## src/sv/kred_pkg.sv

```systemverilog
// Shared types and constants for the keyboard report event differencer.
`timescale 1ns / 1ps

package kred_pkg;

    localparam int CODE_W             = 8;
    localparam int KEY_COUNT          = 6;
    localparam int KEY_W              = 3;
    localparam int MOD_COUNT          = 3;
    localparam int MOD_W              = 2;
    localparam int SLOT_COUNT_DEFAULT = 6;

    localparam logic [KEY_W-1:0] LAST_KEY = KEY_W'(KEY_COUNT - 1);
    localparam logic [MOD_W-1:0] LAST_MOD = MOD_W'(MOD_COUNT - 1);

    localparam logic [CODE_W-1:0] CODE_EMPTY = '0;

    // Usage codes reported for the modifiers: ctrl, shift, alt.
    localparam logic [CODE_W-1:0] MOD_CODES [MOD_COUNT] = '{8'd224, 8'd225, 8'd226};

    // Result of the shared compare unit.
    typedef struct packed {
        logic eq;      // operand a equals operand b
        logic b_zero;  // operand b is the empty code
    } cmp_res_t;

endpackage

```

## src/sv/kred_cmp_unit.sv

```systemverilog
// Shared 8-bit compare unit: equality and empty-code test.
`timescale 1ns / 1ps

module kred_cmp_unit
    import kred_pkg::*;
(
    input  logic [CODE_W-1:0] a,
    input  logic [CODE_W-1:0] b,
    output cmp_res_t          res
);

    assign res.eq     = (a == b);
    assign res.b_zero = (b == CODE_EMPTY);

endmodule

```

## src/sv/kred_slot_store.sv

```systemverilog
// Held key slots: one read port, one write port, cleared by reset.
`timescale 1ns / 1ps

module kred_slot_store
    import kred_pkg::*;
#(
    parameter int SLOT_COUNT = SLOT_COUNT_DEFAULT,
    parameter int SLOT_W     = (SLOT_COUNT > 1) ? $clog2(SLOT_COUNT) : 1
)
(
    input  logic              clk,
    input  logic              rst_n,
    input  logic [SLOT_W-1:0] rd_addr,
    output logic [CODE_W-1:0] rd_data,
    input  logic              wr_en,
    input  logic [SLOT_W-1:0] wr_addr,
    input  logic [CODE_W-1:0] wr_data
);

    logic [CODE_W-1:0] slot_reg [SLOT_COUNT];

    always_ff @(posedge clk or negedge rst_n)
    begin
        if (!rst_n)
        begin
            for (int k = 0; k < SLOT_COUNT; k++)
            begin
                slot_reg[k] <= CODE_EMPTY;
            end
        end
        else if (wr_en)
        begin
            slot_reg[wr_addr] <= wr_data;
        end
    end

    assign rd_data = slot_reg[rd_addr];

endmodule

```

## src/sv/keyboard_report_key_event_diff.sv

```systemverilog
// Top level: keyboard report to key press/release event sequencer.
`timescale 1ns / 1ps

// Channel   Handshake                  Payload
// -------   ------------------------   ------------------------------------------
// report    start & !busy              left_ctrl/shift/alt_down, usage_0..usage_5
// events    event_strobe (one cycle)   event_code, is_release, last_event
//
// A report's walk covers the modifiers, the slots, one load per report position
// plus the repeat checks against earlier positions, and a final flush. Its length
// is set by the single shared 8-bit comparator, which does one slot or one report
// position per cycle. Reset clears the slots and modifier flags at once; no
// clearing pass. The receiver cannot stall: each event is presented for exactly
// one cycle, and busy falls in the same cycle that the last one is presented.

module keyboard_report_key_event_diff
    import kred_pkg::*;
#(
    parameter int SLOT_COUNT = SLOT_COUNT_DEFAULT
)
(
    input  logic              clk,
    input  logic              rst_n,
    input  logic              start,
    input  logic              left_ctrl_down,
    input  logic              left_shift_down,
    input  logic              left_alt_down,
    input  logic [CODE_W-1:0] usage_0,
    input  logic [CODE_W-1:0] usage_1,
    input  logic [CODE_W-1:0] usage_2,
    input  logic [CODE_W-1:0] usage_3,
    input  logic [CODE_W-1:0] usage_4,
    input  logic [CODE_W-1:0] usage_5,
    output logic              busy,
    output logic              event_strobe,
    output logic [CODE_W-1:0] event_code,
    output logic              is_release,
    output logic              last_event
);

    localparam int SLOT_W = (SLOT_COUNT > 1) ? $clog2(SLOT_COUNT) : 1;
    localparam logic [SLOT_W-1:0] LAST_SLOT = SLOT_W'(SLOT_COUNT - 1);

    typedef enum logic [2:0] {
        ST_IDLE,
        ST_MOD,       // walk the three modifiers
        ST_REL_LOAD,  // fetch one held slot
        ST_REL_SCAN,  // look for the held code in the report
        ST_PR_LOAD,   // fetch one report position
        ST_PR_DUP,    // look for the code earlier in the report
        ST_PR_SLOT,   // look for the code among the slots, track a free one
        ST_FLUSH      // send the pending event with the last mark
    } state_t;

    state_t              state_reg, state_next;
    logic [KEY_W-1:0]    key_idx_reg, key_idx_next;
    logic [KEY_W-1:0]    scan_idx_reg, scan_idx_next;
    logic [SLOT_W-1:0]   slot_idx_reg, slot_idx_next;
    logic [CODE_W-1:0]   cur_reg, cur_next;
    logic [CODE_W-1:0]   rep_reg [KEY_COUNT];
    logic [CODE_W-1:0]   rep_next [KEY_COUNT];
    logic [MOD_COUNT-1:0] mod_now_reg, mod_now_next;
    logic [MOD_COUNT-1:0] mod_held_reg, mod_held_next;
    logic                free_valid_reg, free_valid_next;
    logic [SLOT_W-1:0]   free_idx_reg, free_idx_next;
    logic                pend_valid_reg, pend_valid_next;
    logic [CODE_W-1:0]   pend_code_reg, pend_code_next;
    logic                pend_rel_reg, pend_rel_next;
    logic                strobe_reg, strobe_next;
    logic [CODE_W-1:0]   code_reg, code_next;
    logic                rel_reg, rel_next;
    logic                last_reg, last_next;

    // Shared compare unit operands.
    logic [KEY_W-1:0]    rep_addr;
    logic [CODE_W-1:0]   rep_rd;
    logic [CODE_W-1:0]   slot_rd;
    logic [CODE_W-1:0]   cmp_b;
    cmp_res_t            cmp;

    // Slot write port.
    logic                slot_wr_en;
    logic [SLOT_W-1:0]   slot_wr_addr;
    logic [CODE_W-1:0]   slot_wr_data;

    // Event requests from the sequencer.
    logic                emit_req;
    logic [CODE_W-1:0]   emit_code;
    logic                emit_rel;
    logic                flush_req;

    logic [MOD_W-1:0]    mod_idx;
    logic [SLOT_W-1:0]   pick_free;

    assign mod_idx  = key_idx_reg[MOD_W-1:0];
    assign rep_addr = (state_reg == ST_PR_DUP) ? scan_idx_reg : key_idx_reg;
    assign rep_rd   = rep_reg[rep_addr];

    // Slots are read where the slot walk points; the report wherever a scan points.
    assign cmp_b = ((state_reg == ST_REL_LOAD) || (state_reg == ST_PR_SLOT)) ? slot_rd
                                                                              : rep_rd;

    kred_cmp_unit u_cmp (
        .a   (cur_reg),
        .b   (cmp_b),
        .res (cmp)
    );

    kred_slot_store #(
        .SLOT_COUNT (SLOT_COUNT),
        .SLOT_W     (SLOT_W)
    ) u_slots (
        .clk     (clk),
        .rst_n   (rst_n),
        .rd_addr (slot_idx_reg),
        .rd_data (slot_rd),
        .wr_en   (slot_wr_en),
        .wr_addr (slot_wr_addr),
        .wr_data (slot_wr_data)
    );

    // Highest free slot seen so far in the press walk, this slot included.
    assign pick_free = cmp.b_zero ? slot_idx_reg : free_idx_reg;

    // Sequencer.
    always_comb
    begin
        state_next      = state_reg;
        key_idx_next    = key_idx_reg;
        scan_idx_next   = scan_idx_reg;
        slot_idx_next   = slot_idx_reg;
        cur_next        = cur_reg;
        rep_next        = rep_reg;
        mod_now_next    = mod_now_reg;
        mod_held_next   = mod_held_reg;
        free_valid_next = free_valid_reg;
        free_idx_next   = free_idx_reg;
        slot_wr_en      = 1'b0;
        slot_wr_addr    = slot_idx_reg;
        slot_wr_data    = CODE_EMPTY;
        emit_req        = 1'b0;
        emit_code       = cur_reg;
        emit_rel        = 1'b0;
        flush_req       = 1'b0;

        unique case (state_reg)
            ST_IDLE:
            begin
                if (start)
                begin
                    // Capture the report; the walk reads only these copies.
                    rep_next     = '{usage_0, usage_1, usage_2, usage_3, usage_4, usage_5};
                    mod_now_next = {left_alt_down, left_shift_down, left_ctrl_down};
                    key_idx_next = '0;
                    state_next   = ST_MOD;
                end
            end

            ST_MOD:
            begin
                if (mod_now_reg[mod_idx] != mod_held_reg[mod_idx])
                begin
                    emit_req               = 1'b1;
                    emit_code              = MOD_CODES[mod_idx];
                    emit_rel               = !mod_now_reg[mod_idx];
                    mod_held_next[mod_idx] = mod_now_reg[mod_idx];
                end
                if (mod_idx == LAST_MOD)
                begin
                    slot_idx_next = '0;
                    state_next    = ST_REL_LOAD;
                end
                else
                begin
                    key_idx_next = key_idx_reg + KEY_W'(1);
                end
            end

            ST_REL_LOAD:
            begin
                cur_next     = slot_rd;
                key_idx_next = '0;
                if (!cmp.b_zero)
                begin
                    state_next = ST_REL_SCAN;
                end
                else if (slot_idx_reg == LAST_SLOT)
                begin
                    state_next = ST_PR_LOAD;
                end
                else
                begin
                    slot_idx_next = slot_idx_reg + SLOT_W'(1);
                end
            end

            ST_REL_SCAN:
            begin
                if (cmp.eq || (key_idx_reg == LAST_KEY))
                begin
                    if (!cmp.eq)
                    begin
                        // Held code gone from the report: release and empty the slot.
                        emit_req   = 1'b1;
                        emit_rel   = 1'b1;
                        slot_wr_en = 1'b1;
                    end
                    key_idx_next = '0;
                    if (slot_idx_reg == LAST_SLOT)
                    begin
                        state_next = ST_PR_LOAD;
                    end
                    else
                    begin
                        slot_idx_next = slot_idx_reg + SLOT_W'(1);
                        state_next    = ST_REL_LOAD;
                    end
                end
                else
                begin
                    key_idx_next = key_idx_reg + KEY_W'(1);
                end
            end

            ST_PR_LOAD:
            begin
                cur_next        = rep_rd;
                scan_idx_next   = '0;
                slot_idx_next   = '0;
                free_valid_next = 1'b0;
                if (cmp.b_zero)
                begin
                    if (key_idx_reg == LAST_KEY)
                    begin
                        state_next = ST_FLUSH;
                    end
                    else
                    begin
                        key_idx_next = key_idx_reg + KEY_W'(1);
                    end
                end
                else if (key_idx_reg == '0)
                begin
                    state_next = ST_PR_SLOT;
                end
                else
                begin
                    state_next = ST_PR_DUP;
                end
            end

            ST_PR_DUP:
            begin
                if (cmp.eq)
                begin
                    // Repeat within the report: drop it.
                    if (key_idx_reg == LAST_KEY)
                    begin
                        state_next = ST_FLUSH;
                    end
                    else
                    begin
                        key_idx_next = key_idx_reg + KEY_W'(1);
                        state_next   = ST_PR_LOAD;
                    end
                end
                else if ((scan_idx_reg + KEY_W'(1)) == key_idx_reg)
                begin
                    state_next = ST_PR_SLOT;
                end
                else
                begin
                    scan_idx_next = scan_idx_reg + KEY_W'(1);
                end
            end

            ST_PR_SLOT:
            begin
                if (cmp.eq || (slot_idx_reg == LAST_SLOT))
                begin
                    if (!cmp.eq)
                    begin
                        // New key: press it, store it if a slot was free.
                        emit_req     = 1'b1;
                        slot_wr_en   = cmp.b_zero || free_valid_reg;
                        slot_wr_addr = pick_free;
                        slot_wr_data = cur_reg;
                    end
                    if (key_idx_reg == LAST_KEY)
                    begin
                        state_next = ST_FLUSH;
                    end
                    else
                    begin
                        key_idx_next = key_idx_reg + KEY_W'(1);
                        state_next   = ST_PR_LOAD;
                    end
                end
                else
                begin
                    if (cmp.b_zero)
                    begin
                        free_valid_next = 1'b1;
                        free_idx_next   = slot_idx_reg;
                    end
                    slot_idx_next = slot_idx_reg + SLOT_W'(1);
                end
            end

            ST_FLUSH:
            begin
                flush_req  = 1'b1;
                state_next = ST_IDLE;
            end

            default:
            begin
                state_next = ST_IDLE;
            end
        endcase
    end

    // Event output: hold one event back so the final one can carry the last mark.
    always_comb
    begin
        pend_valid_next = pend_valid_reg;
        pend_code_next  = pend_code_reg;
        pend_rel_next   = pend_rel_reg;
        strobe_next     = 1'b0;
        code_next       = code_reg;
        rel_next        = rel_reg;
        last_next       = 1'b0;

        if (emit_req)
        begin
            strobe_next     = pend_valid_reg;
            code_next       = pend_code_reg;
            rel_next        = pend_rel_reg;
            pend_valid_next = 1'b1;
            pend_code_next  = emit_code;
            pend_rel_next   = emit_rel;
        end
        else if (flush_req)
        begin
            strobe_next     = pend_valid_reg;
            code_next       = pend_code_reg;
            rel_next        = pend_rel_reg;
            last_next       = pend_valid_reg;
            pend_valid_next = 1'b0;
        end
    end

    always_ff @(posedge clk or negedge rst_n)
    begin
        if (!rst_n)
        begin
            state_reg      <= ST_IDLE;
            key_idx_reg    <= '0;
            scan_idx_reg   <= '0;
            slot_idx_reg   <= '0;
            cur_reg        <= CODE_EMPTY;
            for (int k = 0; k < KEY_COUNT; k++)
            begin
                rep_reg[k] <= CODE_EMPTY;
            end
            mod_now_reg    <= '0;
            mod_held_reg   <= '0;
            free_valid_reg <= 1'b0;
            free_idx_reg   <= '0;
            pend_valid_reg <= 1'b0;
            pend_code_reg  <= CODE_EMPTY;
            pend_rel_reg   <= 1'b0;
            strobe_reg     <= 1'b0;
            code_reg       <= CODE_EMPTY;
            rel_reg        <= 1'b0;
            last_reg       <= 1'b0;
        end
        else
        begin
            state_reg      <= state_next;
            key_idx_reg    <= key_idx_next;
            scan_idx_reg   <= scan_idx_next;
            slot_idx_reg   <= slot_idx_next;
            cur_reg        <= cur_next;
            rep_reg        <= rep_next;
            mod_now_reg    <= mod_now_next;
            mod_held_reg   <= mod_held_next;
            free_valid_reg <= free_valid_next;
            free_idx_reg   <= free_idx_next;
            pend_valid_reg <= pend_valid_next;
            pend_code_reg  <= pend_code_next;
            pend_rel_reg   <= pend_rel_next;
            strobe_reg     <= strobe_next;
            code_reg       <= code_next;
            rel_reg        <= rel_next;
            last_reg       <= last_next;
        end
    end

    assign busy         = (state_reg != ST_IDLE);
    assign event_strobe = strobe_reg;
    assign event_code   = code_reg;
    assign is_release   = rel_reg;
    assign last_event   = last_reg;

    // An accepted report always starts a walk.
    a_start_busy: assert property (@(posedge clk) disable iff (!rst_n)
        start && !busy |=> busy)
        else $error("report transfer did not start a walk");

    // The final event of a report goes out exactly as the block turns idle.
    a_last_idle: assert property (@(posedge clk) disable iff (!rst_n)
        event_strobe && last_event |-> !busy)
        else $error("last event while still busy");

    // Any other event is mid-walk.
    a_mid_busy: assert property (@(posedge clk) disable iff (!rst_n)
        event_strobe && !last_event |-> busy)
        else $error("non-final event after walk ended");

    // No event is ever sent without a walk behind it.
    a_strobe_src: assert property (@(posedge clk) disable iff (!rst_n)
        event_strobe |-> $past(busy))
        else $error("event transfer without a report in progress");

endmodule

```

## config.mk

```make
export PLATFORM = sky130hd
export DESIGN_NAME = keyboard_report_key_event_diff
export DESIGN_NICKNAME = d
export VERILOG_FILES = /design/src/sv/kred_pkg.sv /design/src/sv/kred_cmp_unit.sv /design/src/sv/kred_slot_store.sv /design/src/sv/keyboard_report_key_event_diff.sv
export SDC_FILE = /design/constraint.sdc
export NUM_CORES = 1
export LEC_CHECK = 0
export BUFFER_PORTS_ARGS = -buffer_cell sky130_fd_sc_hd__buf_4
export CORE_UTILIZATION = 54
export CTS_CLUSTER_DIAMETER = 200
export DETAILED_ROUTE_END_ITERATION = 6
export PLACE_DENSITY = 0.81
export SLEW_MARGIN = 20
export SYNTH_ARGS = -nofsm -noshare
export SYNTH_HDL_FRONTEND = slang
export SYNTH_HIERARCHICAL = 1
export SYNTH_SLANG_ARGS = --single-unit
```

## constraint.sdc

```tcl
create_clock -name clk -period 3.7 [get_ports clk]
set_input_delay 0.74 -clock clk [delete_from_list [all_inputs] [get_ports clk]]
set_output_delay 0.74 -clock clk [all_outputs]
set_load 0.03 [all_outputs]
```

==> results_dict.tcl, run 1 <==
set metrics [dict create \
    setup_viol 40 \
    first_global_vias 5955 \
    yosys.area.top_type "dfrtp_1" \
    via_count 5922 \
    skew_ns 0.00739 \
    synthCells 661 \
    grt_pass1_wl_um 30500 \
    grt_max_degree 123 \
    cp_max_fo 8 \
    clkSinkCount 147 \
    start_util 0.562 \
    crit_end "u_slots/slot_reg[31]" \
    finalWorstSetupSlack_ns -0.198 \
    syn-num-nets 724 \
    async_reset_ff_frac 1.00 \
    yosys.cell_count.top_type "dfrtp_1" \
    netlist_area_mm2 0.00789 \
    rr_endpoint "u_slots/slot_reg[31]" \
    synth_top_area_frac 0.466 \
    remaining_drc_errors 0 \
    status "finished, violations left" \
    clockBufferDepth 2 \
    ant_nets 0 \
    via_per_inst 6.12 \
    clock.fmax_mhz 257 \
    cts-root-buf "clkbuf_16" \
    grt_use_total 0.269 \
    synth_edf_count 0 \
    cts_max_level 4 \
    vdd_drop_max_v 0.000492 \
    place.gp.congestion 0.890 \
    r2r_cells 14 \
    cts_buffers 17 \
    whs_ns 0.396 \
    r2r_start "state_reg[1]" \
    synthTopCellsByArea "dfrtp_1 (47%), mux2_2 (15%), mux2i_1 (7.7%), nand2_1 (3.0%), o21ai_0 (2.7%)" \
    gr-total-overflow 0 \
    final_layout_size_suffix_gt1_frac 0.414 \
    drv_slew 0 \
    numPortBuffers 65 \
    drt-initial-drc-count 471 \
    min_path_type "input pin to asynchronous set/reset pin" \
    p_per_area_mw_per_mm2 885 \
    start_kind "flop" \
    hold_viol 0 \
    crit_path_start "state_reg[1]" \
    failed_checks "negative setup slack" \
    clkLatencyLatePin_ns 0.43 \
    area_delta_synth_final_pct 25.3 \
    fin_crit_ns 3.90 \
    maxSlewHeadroom 0.265 \
    synth-seq-cells 147 \
    crit_path_end_kind "flop" \
    pin_count 66 \
    coreArea_mm2 0.0140 \
    antenna_found_initial 0 \
    place_hpwl_um 13200 \
    hold_buffers 0 \
    wl_per_cell_um 20.1 \
    avgSynthCellArea_um2 11.9 \
    ys_top_cells_by_count "dfrtp_1 (147), mux2_2 (106), nand2_1 (63)" \
    cts_tree "built" \
    die_h_um 123 \
    fp.dieW_um 123 \
    ys_seq_area_frac 0.466 \
    crit_arrival_ns 4.21 \
    max_cap_viol_count 0 \
    required_ns 4.01 \
    fp-row-count 43 \
    drtPass1Iterations 6 \
    period_share 1.05 \
    synth_flop_cell "dfrtp_1" \
    ys_types 69 \
    rsz0062_at_grt "yes" \
    dieArea_mm2 0.0151 \
    fillers 942 \
    num_antenna_cells 0 \
    setup_tns_ns -5.48 \
    yosysWarnings 6 \
    clk_pin_slew_worst_paths_ns 0.06 \
    worstSetupPathType "flop to flop" \
    tightest_slew_ns 1.09 \
    finalNetCount 838 \
    finalWirelength_um 19400 \
    regToRegSetupSlack_ns -0.20 \
    leakagePower_uw 0.00448 \
]
worst max-delay path, cell delays in order (launching register included):
cell and delay, ns:
dfrtp_1 0.39, nand3b_1 0.26, a21boi_4 0.22, buf_12 0.18
mux2i_4 0.31, o22a_1 0.15, nand2_1 0.08, or4_4 0.54
nor2_4 0.13, and2b_2 0.25, mux2_4 0.31, nand2b_4 0.18
nor3b_4 0.24, buf_6 0.20, mux2_4 0.32
per-stage QoR:
step	utilization	instance area (um2)	setup slack [ns]	power, uW	std cells
5_1_grt	0.704	9880	-0.275	9200	968
3_5_place_dp	0.636	8940	-0.251	6480	930
4_1_cts	0.690	9680	-0.0690	8570	964
2_1_floorplan	-	7920	-0.0804	5200	661
6_report	0.704	9880	-0.198	8750	968
3_3_place_gp	0.636	8940	-0.137	6340	930
what timing repair did:
action                                  CTS  global route
endpoints found under the setup margin   49            50
resized for setup                        22            43
pin swaps                                 1            18
setup buffers                             2             4
power breakdown:
group / switching, uW / leakage [uW] / internal [uW]
sequential: 508 / 0.00190 / 2120
combinational: 2090 / 0.00226 / 2160
clock: 696 / 0.000307 / 1170
metal layers:
metal / vias up / wire, um / track usage
met3: 38 / 1120 / 0.0539
li1: 2655 / - / -
met2: 227 / 9710 / 0.436
met5: - / 0 / 0
met1: 3002 / 8160 / 0.353
met4: 0 / 435 / 0.112
worst min path at each step:
stage | from | to | slack (ns) | cells past startpoint
detailed placement | pend_rel_reg | pend_rel_reg | 0.47 | 2
global route | pend_rel_reg | pend_rel_reg | 0.50 | 2
floorplan | rst_n | cur_reg[0] | 0.44 | 0
global placement | pend_valid_reg | pend_valid_reg | 0.46 | 2
CTS | pend_rel_reg | pend_rel_reg | 0.48 | 2
finish | rst_n | mod_held_reg[0] | 0.40 | 1
cell usage in the layout, fill, tap and decap left out, types with 9 or more instances in the layout:
cell	n
nand2_1	59
ha_1	9
clkbuf_16	17
a21oi_1	19
o21ai_0	41
mux2_4	25
nand2b_1	11
inv_1	11
mux2_2	83
buf_4	118
and2_1	9
dfrtp_1	145
mux2i_1	53
xnor2_1	9
kinds of logic (layout without fill, tap and decap cells):
family / count (synthesis) / in the layout / synth area share
simple gates: 138 / 138 / 0.102
xor+xnor: 11 / 11 / 0.0140
flops: 147 / 147 / 0.466
compound gates: 125 / 125 / 0.107
buf+inv: 50 / 177 / 0.0360
mux: 181 / 181 / 0.261
fa+ha+maj: 9 / 9 / 0.0143
cell type report:
cell class / count / area (um2) / share of cell area
Tap cell: 180 / 225 / 0.0228
Timing Repair Buffer: 134 / 1130 / 0.114
Inverter: 11 / 41.3 / 0.00418
Clock buffer: 20 / 457 / 0.0462
Sequential cell: 147 / 3680 / 0.372
Multi-Input combinational cell: 464 / 4170 / 0.422
Clock inverter: 12 / 176 / 0.0179
Note: power is estimated with default switching activity, not from simulation.
==> run 2, diff against run 1 <==
- CTS_CLUSTER_DIAMETER: 200 -> 40
- PLACE_DENSITY: 0.81 -> 0.76
==> run 2 against run 1 <==
The run still ends with negative setup slack left; critical endpoint is now u_slots/slot_reg[27]; sequential share of layout area decreased by 0.052 points; critical path depth increased by 1; power fell by 0.72%; utilization is 0.098 points higher; cell count increased by 0.52%.
==> results_dict.tcl, run 2 (synthesized netlist as in run 1, its figures left out) <==
set metrics [dict create \
    status "finished, violations left" \
    failed_checks "negative setup slack" \
    leakagePower_uw 0.00451 \
    cp_max_fo 8 \
    cts_max_level 4 \
    tightest_slew_ns 1.05 \
    fp-row-count 43 \
    rr_endpoint "u_slots/slot_reg[27]" \
    via_per_inst 5.91 \
    grt_max_degree 77 \
    hold_buffers 0 \
    clock.fmax_mhz 264 \
    place_hpwl_um 13500 \
    remaining_drc_errors 0 \
    pin_count 66 \
    max_cap_viol_count 0 \
    stdcell_count 973 \
    dieArea_mm2 0.0151 \
    grt_pass1_wl_um 30600 \
    clkLatencyLatePin_ns 0.42 \
    final_layout_size_suffix_gt1_frac 0.414 \
    fp.dieW_um 123 \
    wl_per_cell_um 20.1 \
    crit_end "u_slots/slot_reg[27]" \
    num_antenna_cells 0 \
    vdd_drop_max_v 0.000570 \
    coreArea_mm2 0.0140 \
    first_global_vias 5961 \
    finalNetCount 843 \
    fin_crit_ns 3.78 \
    r2r_cells 15 \
    crit_path_start "state_reg[1]" \
    via_count 5748 \
    p_per_area_mw_per_mm2 878 \
    cts_buffers 17 \
    pre_cts_slack_ns -0.273 \
    worstSetupPathType "flop to flop" \
    drtPass1Iterations 5 \
    skew_ns 0.00904 \
    gr-total-overflow 0 \
    whs_ns 0.345 \
    antenna_found_initial 0 \
    r2r_start "state_reg[1]" \
    period_share 1.02 \
    place.gp.congestion 0.846 \
    mostFrequentLayoutCells "dfrtp_1 (145), buf_4 (125), mux2_2 (81)" \
    crit_arrival_ns 4.08 \
    rsz0062_at_grt "yes" \
    maxSlewHeadroom 0.291 \
    clockBufferDepth 2 \
    die_h_um 123 \
    place_inst 930 \
    hold_viol 0 \
    layout_commonest_cell "dfrtp_1" \
    drv_slew 0 \
    setup_tns_ns -1.49 \
    numPortBuffers 65 \
    finalInstanceArea_mm2 0.00990 \
    grt_use_total 0.268 \
    min_path_type "input pin to asynchronous set/reset pin" \
    clk_pin_slew_worst_paths_ns 0.06 \
    clkSinkCount 147 \
    start_kind "flop" \
    required_ns 4.00 \
    finalWirelength_um 19500 \
    ant_nets 0 \
    finalWorstSetupSlack_ns -0.0849 \
    crit_path_end_kind "flop" \
    place_area_mm2 0.00892 \
    cts-root-buf "clkbuf_16" \
    regToRegSetupSlack_ns -0.08 \
    drt-initial-drc-count 347 \
    cts_tree "built" \
    fillers 987 \
    setup_viol 24 \
    start_util 0.562 \
    area_delta_synth_final_pct 25.4 \
]
-- run 2: cell types whose count changed in the layout (fill, tap and decap cells not counted), moves of 2 or more --
cell,before,now
inv_6,3,1
clkinv_4,0,2
buf_4,118,125
clkbuf_8,3,1
mux2_4,25,27
mux2_2,83,81
-- run 2: report_power, final --
part           internal (uW)  switching (uW)
Sequential              2130             501
Combinational           2160            2080
Clock                   1150             676
-- run 2: how the worst min path moves through the flow --
stage / to / slack [ns] / cells after the start
after floorplan: cur_reg[0] / 0.44 / 0
after global placement: pend_valid_reg / 0.46 / 2
after detailed placement: pend_rel_reg / 0.48 / 2
after CTS: event_code[6] / 0.37 / 1
after global routing: event_code[6] / 0.38 / 1
final: event_code[6] / 0.34 / 1
-- run 2: cell type report --
cell class	count	area, um2	share of cell area
clock buffer	20	447	0.0451
timing repair buffer	139	1150	0.116
tap	180	225	0.0228
multi-input combinational	464	4180	0.422
clock inverter	12	179	0.0181
inverter	11	41.3	0.00417
sequential	147	3680	0.372
-- run 2: worst max-delay path, cell delays in order (launching register included) --
cell,delay [ns]
dfrtp_1,0.38
nand3b_1,0.26
a21boi_4,0.26
buf_6,0.18
buf_4,0.14
mux2i_4,0.22
o22a_1,0.16
nand2_1,0.09
or4_4,0.44
nor2_4,0.10
and2b_2,0.25
mux2_4,0.31
nand2b_4,0.18
nor3b_4,0.20
buf_6,0.18
mux2_4,0.31
-- run 2: layer usage --
| metal | track usage | vias up | part of all wire | wire, um |
|---|---|---|---|---|
| li1 | - | 2659 | - | - |
| met1 | 0.340 | 2915 | 0.43 | 8370 |
| met2 | 0.456 | 148 | 0.52 | 10100 |
| met3 | 0.0576 | 26 | 0.040 | 775 |
| met4 | 0.0854 | 0 | 0.016 | 312 |
| met5 | 0 | - | 0 | 0 |
-- run 2: stage by stage --
step	utilization	power (uW)
final	0.705	8680
after CTS	0.684	8370
after global routing	0.705	9180
after global placement	0.635	6330
after detailed placement	0.635	6460
after floorplan	-	5200
-- run 2: timing repair --
item                       4_1_cts  5_1_grt
pin swaps                        2       18
buffers inserted                 2        9
gates resized for setup          7       56
setup endpoints to repair       50       51
==> run 3, diff against run 2 <==
- ABC_AREA: unset -> 1
- CORE_UTILIZATION: 54 -> 55
- PLACE_DENSITY: 0.76 -> 0.77
==> run 3 against run 2 <==
The run now ends clean; critical path depth increased by 6; routed wire length decreased by 6.7%; worst setup slack gained 0.34 ns.
==> results_dict.tcl, run 3 <==
set metrics [dict create \
    hold_viol 0 \
    clkSinkCount 147 \
    status "finished, final reports clean" \
    first_global_vias 6326 \
    crit_arrival_ns 3.76 \
    cts_tree "built" \
    syn-num-nets 1090 \
    hold_buffers 0 \
    fillers 1148 \
    worstSetupPathType "flop to flop" \
    r2r_cells 21 \
    synth_flop_cell "dfrtp_1" \
    async_reset_ff_frac 1.00 \
    crit_slowest_cell "dfrtp_2" \
    setup_viol 0 \
    yosys.cell_count.top_type "nand2_1" \
    die_h_um 123 \
    yosys.area.top_type "dfrtp_1" \
    fp-row-count 43 \
    fin_crit_ns 3.44 \
    num_antenna_cells 0 \
    cts-root-buf "clkbuf_16" \
    drtPass1Iterations 6 \
    min_path_type "input pin to asynchronous set/reset pin" \
    antenna_found_initial 0 \
    synth_top_area_frac 0.460 \
    dieArea_mm2 0.0150 \
    clockBufferDepth 2 \
    setup_tns_ns 0 \
    yosysWarnings 6 \
    maxSlewHeadroom 0.404 \
    grt_use_met2 0.409 \
    grt_pass1_wl_um 30000 \
    via_per_inst 5.24 \
    leakagePower_uw 0.00482 \
    clk_pin_slew_worst_paths_ns 0.06 \
    multi_input_area_mm2 0.00361 \
    grt_use_met1 0.348 \
    grt_use_total 0.260 \
    wl_per_cell_um 14.1 \
    synth-seq-cells 147 \
    crit_path_frequent_cell "nand2_1" \
    numPortBuffers 65 \
    ys_seq_area_frac 0.460 \
    synthCells 1027 \
    tightest_slew_ns 0.891 \
    place.gp.congestion 1.01 \
    busiest_layer "met2" \
    avgSynthCellArea_um2 7.79 \
    area_delta_synth_final_pct 16.4 \
    clkLatencyLatePin_ns 0.44 \
    p_per_area_mw_per_mm2 788 \
    drt-initial-drc-count 475 \
    cp_cell_sequence "inv_4 -> nand3_4 -> buf_4 -> o21ai_4 -> nand2_1 -> nand2_1 -> nand2_1 -> nand2_1 -> inv_1 -> nand2_1 -> nand2_1 -> nor2_1 -> nand2_1 -> nor2_2 -> inv_2 -> nand3_4 -> mux2_2 -> nor2_4 -> nand2_4 -> nand2_1 -> o21ai_2" \
    finish.utilization 0.664 \
    mostFrequentLayoutCells "nand2_1 (312), dfrtp_1 (145), inv_1 (136)" \
    required_ns 4.02 \
    seq_area_mm2 0.00368 \
    ys_top_cells_by_count "nand2_1 (312), dfrtp_1 (147), inv_1 (137)" \
    pin_count 66 \
    synthTopCellsByArea "dfrtp_1 (46%), nand2_1 (15%), inv_1 (6.4%), nor2_1 (4.2%), nand3_1 (4.1%)" \
    via_count 6768 \
    vdd_drop_max_v 0.000437 \
    fp.dieW_um 123 \
    cts_buffers 17 \
    grt_max_degree 72 \
    crit_path_end_kind "flop" \
    clock.fmax_mhz 290 \
    place_hpwl_um 12800 \
    layout_commonest_cell "nand2_1" \
    drv_slew 0 \
    globalRouteMet3Util 0.0581 \
    rsz0062_at_grt "no" \
    start_kind "flop" \
    gr-total-overflow 0 \
    synth_edf_count 0 \
    ant_nets 0 \
    period_share 0.931 \
    finalNetCount 1161 \
    netlist_area_mm2 0.00801 \
    final_layout_size_suffix_gt1_frac 0.200 \
    coreArea_mm2 0.0140 \
    cp_max_fo 16 \
    max_cap_viol_count 0 \
    skew_ns 0.0153 \
    critPathMaxStageDelay_ns 0.45 \
    finalWirelength_um 18200 \
    cts_max_level 4 \
    ys_types 41 \
    start_util 0.570 \
    remaining_drc_errors 0 \
]
-- run 3: cell types whose count changed in the layout (fill, tap and decap cells not counted), sizes merged, moves of 61 or more --
cell,change
inv,+139
mux2,-100
mux2i,-61
nand2,+262
nand3,+62
nor2,+86
-- run 3: final cells by class --
cell class | instances | share of cell area
Tap cell | 180 | 0.0242
Clock buffer | 19 | 0.0486
Timing Repair Buffer | 86 | 0.0710
Sequential cell | 147 | 0.395
Inverter | 148 | 0.0607
Multi-Input combinational cell | 698 | 0.387
Clock inverter | 13 | 0.0133
-- run 3: per-layer routing --
metal  share of wire  wire length [um]
met3           0.054               991
met2            0.47              8530
met5               0                 0
met4           0.019               342
met1            0.46              8350
-- run 3: critical path: cells and delay by family, from the launching register on --
family	cells	cell delay, ns
mux	1	0.38
compound gates	2	0.35
flops	1	0.45
simple gates	14	1.63
buf+inv	4	0.50
-- run 3: path summary, 6_finish.rpt --
check | startpoint | end | slack (ns)
setup reg to reg | state_reg[1] | u_slots/slot_reg[13] | 0.26
hold reg to reg | pend_code_reg[4] | event_code[4] | 0.47
min in group clk | pend_code_reg[4] | event_code[4] | 0.47
setup / recovery | state_reg[1] | u_slots/slot_reg[13] | 0.26
hold / removal | rst_n | mod_now_reg[2] | 0.31
max in group asynchronous | rst_n | u_slots/slot_reg[39] | 2.57
-- run 3: logic make-up (layout without fill, tap and decap cells) --
family	after synthesis	after routing	synth area share
buffers and inverters	182	266	0.0975
xor gates and xnor gates	6	6	0.00656
and+or+nand+nor	512	512	0.277
AOI/OAI and AO/OA	159	159	0.128
DFF	147	147	0.460
muxes	12	12	0.0169
adders and majority gates	9	9	0.0141
-- run 3: per-stage QoR --
step	hold WS [ns]	total power, uW	std cells	area (um2)	setup slack, ns
3_5_place_dp	0.453	5580	1252	8630	0.0911
3_3_place_gp	0.451	5510	1252	8630	0.149
2_1_floorplan	0.442	4790	1027	8010	0.511
5_1_grt	0.354	7920	1291	9320	0.00285
6_report	0.305	7340	1291	9320	0.256
4_1_cts	0.340	7290	1284	9210	0.0637
-- run 3: timing repair --
action,CTS,global route
gates resized for setup,0,16
buffers inserted,0,7
endpoints found under the setup margin,0,57
-- run 3: power breakdown --
part / internal, uW / switching (uW) / total [uW]
clock network: 969 / 713 / 1680
registers: 2080 / 300 / 2380
logic: 1130 / 2150 / 3280
total: 4170 / 3160 / 7340
